File: src/rtl/assert_macros.svh
// assertion helpers for the debounce block
`ifndef ASSERT_MACROS_SVH
`define ASSERT_MACROS_SVH

`ifndef SYNTHESIS
// property checked on every rising clock edge outside reset
`define DBE_ASSERT(lbl, clk, rst, prop) \
   lbl: assert property (@(posedge clk) disable iff (rst) (prop)) \
      else $error("debounce assertion failed");
// implication from one cycle to the next
`define DBE_ASSERT_NEXT(lbl, clk, rst, cond, prop) \
   lbl: assert property (@(posedge clk) disable iff (rst) (cond) |=> (prop)) \
      else $error("debounce assertion failed");
`else
`define DBE_ASSERT(lbl, clk, rst, prop)
`define DBE_ASSERT_NEXT(lbl, clk, rst, cond, prop)
`endif

`endif

File: src/rtl/dbe_pkg.sv
`default_nettype none

package dbe_pkg;

   localparam int NUM_BUTTONS = 13;
   localparam int IDX_W       = 4;
   localparam int TIME_W      = 32;
   localparam int DEB_W       = 16;
   localparam logic [DEB_W-1:0] DEBOUNCE_RESET = 16'd50;

   typedef struct packed {
      logic [NUM_BUTTONS-1:0] button_levels;
      logic [TIME_W-1:0]      now_ms;
      logic                   link_ready;
   } req_type;

   typedef struct packed {
      logic [IDX_W-1:0] button_index;
      logic             is_press;
      logic [IDX_W-1:0] report_value;
      logic             reported;
      logic             last_event;
   } rsp_type;

   // events found in one poll, handed from the channel bank to the emitter
   typedef struct packed {
      logic [NUM_BUTTONS-1:0] event_mask;
      logic [NUM_BUTTONS-1:0] press_mask;
      logic                   link;
   } batch_type;

endpackage

`default_nettype wire

File: src/rtl/dbe_channels.sv
`default_nettype none

module dbe_channels
   import dbe_pkg::*;
(
   input  wire logic             clock,
   input  wire logic             reset,
   input  wire req_type          poll,
   input  wire logic             advance,
   input  wire logic [DEB_W-1:0] hold_ms,
   output batch_type             batch
);

   typedef enum logic [1:0] {
      PH_IDLE     = 2'd0,
      PH_DEBOUNCE = 2'd1,
      PH_PRESSED  = 2'd2,
      PH_RELEASE  = 2'd3
   } phase_type;

   phase_type         phase_ff [NUM_BUTTONS];
   phase_type         phase_in [NUM_BUTTONS];
   logic [TIME_W-1:0] stamp_ff [NUM_BUTTONS];
   logic [NUM_BUTTONS-1:0] stamp_we;

   always_comb begin
      batch.link       = poll.link_ready;
      batch.event_mask = '0;
      batch.press_mask = '0;
      stamp_we         = '0;
      for (int i = 0; i < NUM_BUTTONS; i++) begin
         logic              low;
         logic [TIME_W-1:0] age;
         logic              matured;
         low         = ~poll.button_levels[i];
         // wrapping difference, so a backwards clock looks very old
         age         = poll.now_ms - stamp_ff[i];
         matured     = age >= {{(TIME_W-DEB_W){1'b0}}, hold_ms};
         phase_in[i] = phase_ff[i];
         unique case (phase_ff[i])
            PH_IDLE: begin
               if (low) begin
                  stamp_we[i] = 1'b1;
                  phase_in[i] = PH_DEBOUNCE;
               end
            end
            PH_DEBOUNCE: begin
               if (!low) begin
                  phase_in[i] = PH_IDLE;
               end else if (matured) begin
                  batch.event_mask[i] = 1'b1;
                  batch.press_mask[i] = 1'b1;
                  phase_in[i]         = PH_PRESSED;
               end
            end
            PH_PRESSED: begin
               if (!low) begin
                  stamp_we[i] = 1'b1;
                  phase_in[i] = PH_RELEASE;
               end
            end
            PH_RELEASE: begin
               if (low) begin
                  phase_in[i] = PH_PRESSED;
               end else if (matured) begin
                  batch.event_mask[i] = 1'b1;
                  phase_in[i]         = PH_IDLE;
               end
            end
            default: phase_in[i] = PH_IDLE;
         endcase
      end
   end

   always_ff @(posedge clock) begin
      for (int i = 0; i < NUM_BUTTONS; i++) begin
         if (reset) begin
            phase_ff[i] <= PH_IDLE;
         end else if (advance) begin
            phase_ff[i] <= phase_in[i];
         end
         if (advance && stamp_we[i]) begin
            stamp_ff[i] <= poll.now_ms;
         end
      end
   end

endmodule

`default_nettype wire

File: src/rtl/dbe_emitter.sv
`default_nettype none

`include "assert_macros.svh"

module dbe_emitter
   import dbe_pkg::*;
(
   input  wire logic      clock,
   input  wire logic      reset,
   input  wire batch_type batch,
   input  wire logic      load,
   output logic           buf_free,
   output logic           rsp_valid,
   input  wire logic      rsp_stall,
   output rsp_type        rsp_data
);

   logic [NUM_BUTTONS-1:0] mask_ff, mask_in;
   logic [NUM_BUTTONS-1:0] press_ff;
   logic                   link_ff;
   logic                   rsp_valid_ff;
   rsp_type                rsp_ff, rsp_in;

   logic [NUM_BUTTONS-1:0] pick, rest;
   logic [IDX_W-1:0]       pick_idx;
   logic                   out_free, emit;

   // lowest pending button goes first
   assign pick     = mask_ff & (~mask_ff + {{(NUM_BUTTONS-1){1'b0}}, 1'b1});
   assign rest     = mask_ff & ~pick;
   assign out_free = !rsp_valid_ff || !rsp_stall;
   assign emit     = (mask_ff != '0) && out_free;
   assign buf_free = (mask_ff == '0) || (emit && rest == '0);

   always_comb begin
      pick_idx = '0;
      for (int i = 0; i < NUM_BUTTONS; i++) begin
         if (pick[i]) begin
            pick_idx = IDX_W'(i);
         end
      end
   end

   always_comb begin
      rsp_in.button_index = pick_idx;
      rsp_in.is_press     = |(pick & press_ff);
      rsp_in.report_value = rsp_in.is_press ? pick_idx + {{(IDX_W-1){1'b0}}, 1'b1} : '0;
      rsp_in.reported     = link_ff;
      rsp_in.last_event   = (rest == '0);
   end

   always_comb begin
      priority if (load) begin
         mask_in = batch.event_mask;
      end else if (emit) begin
         mask_in = rest;
      end else begin
         mask_in = mask_ff;
      end
   end

   always_ff @(posedge clock) begin
      if (reset) begin
         mask_ff      <= '0;
         rsp_valid_ff <= 1'b0;
      end else begin
         mask_ff <= mask_in;
         if (emit) begin
            rsp_valid_ff <= 1'b1;
         end else if (out_free) begin
            rsp_valid_ff <= 1'b0;
         end
      end
      if (load) begin
         press_ff <= batch.press_mask;
         link_ff  <= batch.link;
      end
      if (emit) begin
         rsp_ff <= rsp_in;
      end
   end

   assign rsp_valid = rsp_valid_ff;
   assign rsp_data  = rsp_ff;

   `DBE_ASSERT(a_load_when_free, clock, reset, !load || buf_free)
   `DBE_ASSERT_NEXT(a_pending_drains, clock, reset,
                    (mask_ff != '0) && out_free && !load, rsp_valid_ff)
   `DBE_ASSERT_NEXT(a_taken_clears, clock, reset,
                    rsp_valid_ff && !rsp_stall && !emit, !rsp_valid_ff)

endmodule

`default_nettype wire

File: src/rtl/multi_button_debounce_events.sv
`default_nettype none

// Button debounce event generator. Each req transfer is one poll of all
// buttons (active-low levels, millisecond time, link-ready flag). A poll is
// taken into an input register, then every button's four-phase machine
// advances in the same cycle as the poll's events are loaded into an event
// buffer; the buffer sends one rsp transfer per event, in button order, the
// final one flagged with last_event. The result port moves one event per
// cycle while rsp is not stalled, and the next poll waits in the input
// register until the buffer has sent the last event of the one before, at
// most NUM_BUTTONS (13) events. One more poll is taken into the input
// register while results still drain. The debounce time is written through
// the csr port, which is always ready; write it only while no poll is in
// flight.
module multi_button_debounce_events
   import dbe_pkg::*;
(
   input  wire logic             clock,
   input  wire logic             reset,
   input  wire logic             req_valid,
   output logic                  req_stall,
   input  wire req_type          req_data,
   output logic                  rsp_valid,
   input  wire logic             rsp_stall,
   output rsp_type               rsp_data,
   input  wire logic             csr_valid,
   output logic                  csr_ready,
   input  wire logic [DEB_W-1:0] csr_data
);

   logic             in_valid_ff;
   req_type          in_ff;
   logic [DEB_W-1:0] debounce_ff;
   logic             buf_free, advance;
   batch_type        batch;

   assign advance   = in_valid_ff && buf_free;
   assign req_stall = in_valid_ff && !buf_free;
   assign csr_ready = 1'b1;

   always_ff @(posedge clock) begin
      if (reset) begin
         in_valid_ff <= 1'b0;
         debounce_ff <= DEBOUNCE_RESET;
      end else begin
         if (req_valid && !req_stall) begin
            in_valid_ff <= 1'b1;
         end else if (advance) begin
            in_valid_ff <= 1'b0;
         end
         if (csr_valid && csr_ready) begin
            debounce_ff <= csr_data;
         end
      end
      if (req_valid && !req_stall) begin
         in_ff <= req_data;
      end
   end

   dbe_channels u_channels (
      .clock   (clock),
      .reset   (reset),
      .poll    (in_ff),
      .advance (advance),
      .hold_ms (debounce_ff),
      .batch   (batch)
   );

   dbe_emitter u_emitter (
      .clock     (clock),
      .reset     (reset),
      .batch     (batch),
      .load      (advance),
      .buf_free  (buf_free),
      .rsp_valid (rsp_valid),
      .rsp_stall (rsp_stall),
      .rsp_data  (rsp_data)
   );

endmodule

`default_nettype wire
File: config.mk
export PLATFORM = sky130hd
export DESIGN_NAME = multi_button_debounce_events
export DESIGN_NICKNAME = d
export VERILOG_FILES = /design/src/rtl/dbe_pkg.sv /design/src/rtl/dbe_channels.sv /design/src/rtl/dbe_emitter.sv /design/src/rtl/multi_button_debounce_events.sv
export VERILOG_INCLUDE_DIRS = /design/src /design/src/rtl
export SDC_FILE = /design/constraint.sdc
export NUM_CORES = 2
export LEC_CHECK = 0
export ABC_CLOCK_PERIOD_IN_PS = 5250
export BUFFER_PORTS_ARGS = -buffer_cell sky130_fd_sc_hd__buf_2
export CAP_MARGIN = 20
export CORE_MARGIN = 2
export CORE_UTILIZATION = 45
export CTS_CLUSTER_SIZE = 20
export DETAILED_ROUTE_END_ITERATION = 10
export SYNTH_ARGS = -nofsm -noshare
export SYNTH_HDL_FRONTEND = slang
export SYNTH_SLANG_ARGS = --single-unit
File: constraint.sdc
create_clock -name clock -period 5.25 [get_ports clock]
set_input_delay 0.7875 -clock clock [delete_from_list [all_inputs] [get_ports clock]]
set_output_delay 0.7875 -clock clock [all_outputs]
set_load 0.05 [all_outputs]
==> out/results.txt <==
Status - finished, violations left
Failing checks - setup timing
Initial antenna violation count - 4
Post-Place Worst Slack - -327.2 ps
Minimum clock period - 5345 ps
Final-report hold violation count - 0
Hold buffer count at CTS - 0
Vias in the first global route - 40.35k
Die Wd - 326.8 µm
Post-DP Area - 51940 µm²
TritonRoute pass-1 iters - 6
Post-detailed-route count of antenna-violating nets - 0
Vias - 41.32k
DP Cell Count - 6893
Die H - 326.8 µm
Most frequent cells in the layout - 612 x ha_1, 546 x inv_1, 513 x edfxtp_1
Fin area - 55930 µm²
Startpoint Class - flop
Detailed placer's ending HPWL - 114200 µm
Top FF cell, synth - edfxtp_1
CTS root buf - clkbuf_16
Fin crit share - 101.8%
Sequential element share of the synthesized area - 34.18%
R2R depth - 23
GRT Util Overall - 27.71%
Most common cell after layout, fill and taps aside - ha_1
Capturing point of the worst reg2reg path - u_channels.phase_ff[2][0]
# IOs - 81
Final Skew - 20.49 ps
R2R Path Start - in_ff[2]
Crit end category - flop
Total grt overflow - 0
Setup crit start - in_ff[2]
Final core utilization - 54.04%
Fmax achieved - 0.1871 GHz
Share of layout cells above drive strength 1 - 15.65%
RSZ-0062 raised after global routing - true
Syn nets - 5864
Synth async-reset ratio - 0%
Largest net degree at the start of global routing - 33
Port-buffer cells - 79
H-Tree Depth - 3
Crit path capture - u_channels.phase_ff[2][0]
Bufs on Longest Clock Path - 3
P per Cell Area - 269.0 nW/µm²
Top cell type's share of synthesized area - 32.86%
Max-cap violations - 0
Rel. slew slack - 22.25%
Worst setup margin - -94.89 ps
Clk_lat worst skew - 630 ps
Yosys warning count - 0
Fin. max-slew vios - 0
R2R setup slack - -90 ps
Yosys reg bits - 544
Worst path arrival time - 5730 ps
Global-route wire length before repair - 230300 µm
Post-Layout Cell Count - 7074
Yosys top cell by area - edfxtp_1
EDFF count, synth - 513
Layout Area Growth over Synthesis - 19.31%
Gpl congestion - 0.9437
Leakage - 24.40 nW
Measured slew at the worst slew-check pin - 1166 ps
Synth unique cells - 97
Clk pin slew, worst setup/hold paths - 60 ps
Post-Syn Area - 46880 µm²
Core area - 103500 µm²
Die area - 106800 µm²
Clk sinks - 544
Syn Area/Cell - 9.093 µm²
CP required - 5640 ps
Drt wl/cell - 21.49 µm
Syn Inst Count - 5156
Crit Path Class - reg2reg
Fin Hold WS - 325.5 ps
Hold Path Class - in2reg
Layout fillers - 9555
Vias per cell - 5.841
TritonCTS clock tree - built
Crit Path Max Fanout - 4
Iteration-0 DRC count of the detailed router - 2592
Num CTS Buffers - 71
Row cnt - 118
Largest cells by area after synthesis - edfxtp_1 33%, ha_1 17%, a21oi_1 4.6%
# nets final - 6350
Initial Util - 45.30%
DR DRC count - 0
Wirelength, routed - 152000 µm
Setup violators final - 5
VDD IR max - 200.5 µV
[power by group]
| group | switching [mW] | internal, mW | total (mW) | leakage (nW) |
|---|---|---|---|---|
| clock | 1.99 | 2.97 | 4.97 | 1.11 |
| combinational | 2.89 | 2.04 | 4.93 | 18.3 |
| sequential | 0.138 | 5.01 | 5.15 | 5.01 |
| total | 5.02 | 10.0 | 15.0 | 24.4 |
[worst min-delay path by stage]
stage	from	end	slack, ps	cells after the start
3_3_place_gp	in_ff[0]	u_emitter.link_ff	410	0
5_1_grt	req_data[20]	in_ff[20]	320	1
6_report	req_data[0]	in_ff[0]	330	1
3_5_place_dp	in_ff[0]	u_emitter.link_ff	400	0
4_1_cts	req_data[22]	in_ff[22]	290	1
2_1_floorplan	in_ff[0]	u_emitter.link_ff	400	0
[stage by stage]
stage	total power [mW]	setup TNS, ps
finish	15.05	-334.0
global route	15.81	-5252
CTS	14.91	-659.1
detailed placement	9.840	-5471
global placement	9.796	-2556
floorplan	8.290	-1728
[critical path, cell delays in order, from the launching register on]
cell and delay [ps]:
edfxtp_1 450, clkinvlp_4 170, buf_4 150, buf_6 110, fa_2 410, nor2b_4 170
o2111ai_4 150, a311oi_4 290, nor2_1 80, o221ai_1 200, xor2_1 220, ha_1 270
nand4_1 110, o221ai_2 110, a2111oi_2 220, nand4b_1 140, a311oi_1 190, or4b_4 500
a2111oi_4 200, nand4_1 200, nor4b_2 260, buf_4 220, nand2_1 60, a31o_1 230
[cell families (layout without fill, tap and decap cells)]
family / after synthesis / in the layout / synth area share [%]
AND/OR/NAND/NOR: 1425 / 1425 / 15.06
multiplexers: 63 / 63 / 1.372
adder cells (fa/ha/maj): 643 / 643 / 17.36
buffers and inverters: 672 / 1208 / 5.428
other: 1 / 3 / 0.007999
XOR/XNOR: 282 / 282 / 5.268
AO/OA/AOI/OAI: 1526 / 1526 / 21.32
flip-flops: 544 / 544 / 34.18
[sequential cells by signal, indices dropped and copies added, names as in the netlist]
register / count
u_emitter.rsp_data: 11
u_emitter.press_ff: 13
u_emitter.link_ff: 1
u_emitter.mask_ff: 13
u_channels.stamp_ff: 416
u_emitter.rsp_valid: 1
debounce_ff: 16
in_valid_ff: 1
in_ff: 46
u_channels.phase_ff: 26
[routing by layer]
layer	routed length, µm	GRT usage [%]	up-vias
met5	0	0	-
met4	7010	12.32	0
met3	7065	3.467	311
met2	73930	48.57	1042
met1	64020	34.01	19880
li1	-	-	20090
[final cells by class]
type | instances | area, µm² | area share, %
antenna | 2 | 5.005 | 0.008948
clock buffer | 89 | 1884 | 3.369
clock inverter | 34 | 400.4 | 0.7158
inverter | 550 | 2071 | 3.702
multi-input combinational | 3940 | 29640 | 53.00
sequential | 544 | 16030 | 28.65
tap | 1380 | 1727 | 3.087
timing repair buffer | 535 | 4177 | 7.467
[synth_stat cells (all sizes together) (22+ instances only)]
| library cell | n |
|---|---|
| nor2 | 390 |
| nand2 | 330 |
| xnor2 | 184 |
| o31ai | 37 |
| o21bai | 45 |
| o211ai | 65 |
| nor4 | 37 |
| a21o | 203 |
| o21a | 82 |
| and2 | 31 |
| ha | 628 |
| inv | 549 |
| a211oi | 62 |
| and3 | 43 |
| nor2b | 50 |
| a2111oi | 22 |
| xor2 | 98 |
| nand4 | 94 |
| nand2b | 79 |
| dfxtp | 31 |
| nand3 | 131 |
| mux2i | 53 |
| edfxtp | 513 |
| or3 | 35 |
| a31oi | 56 |
| a21oi | 430 |
| clkbuf | 112 |
| nor3 | 89 |
| o2111ai | 23 |
| o21ai | 271 |
[timing repair]
item / CTS / global route
gates cloned: 0 / 0
setup endpoints to repair: 43 / 52
gates resized for setup: 82 / 194
setup buffers: 19 / 40
pin swaps: 52 / 111
Note: power is estimated with default switching activity, not from simulation.
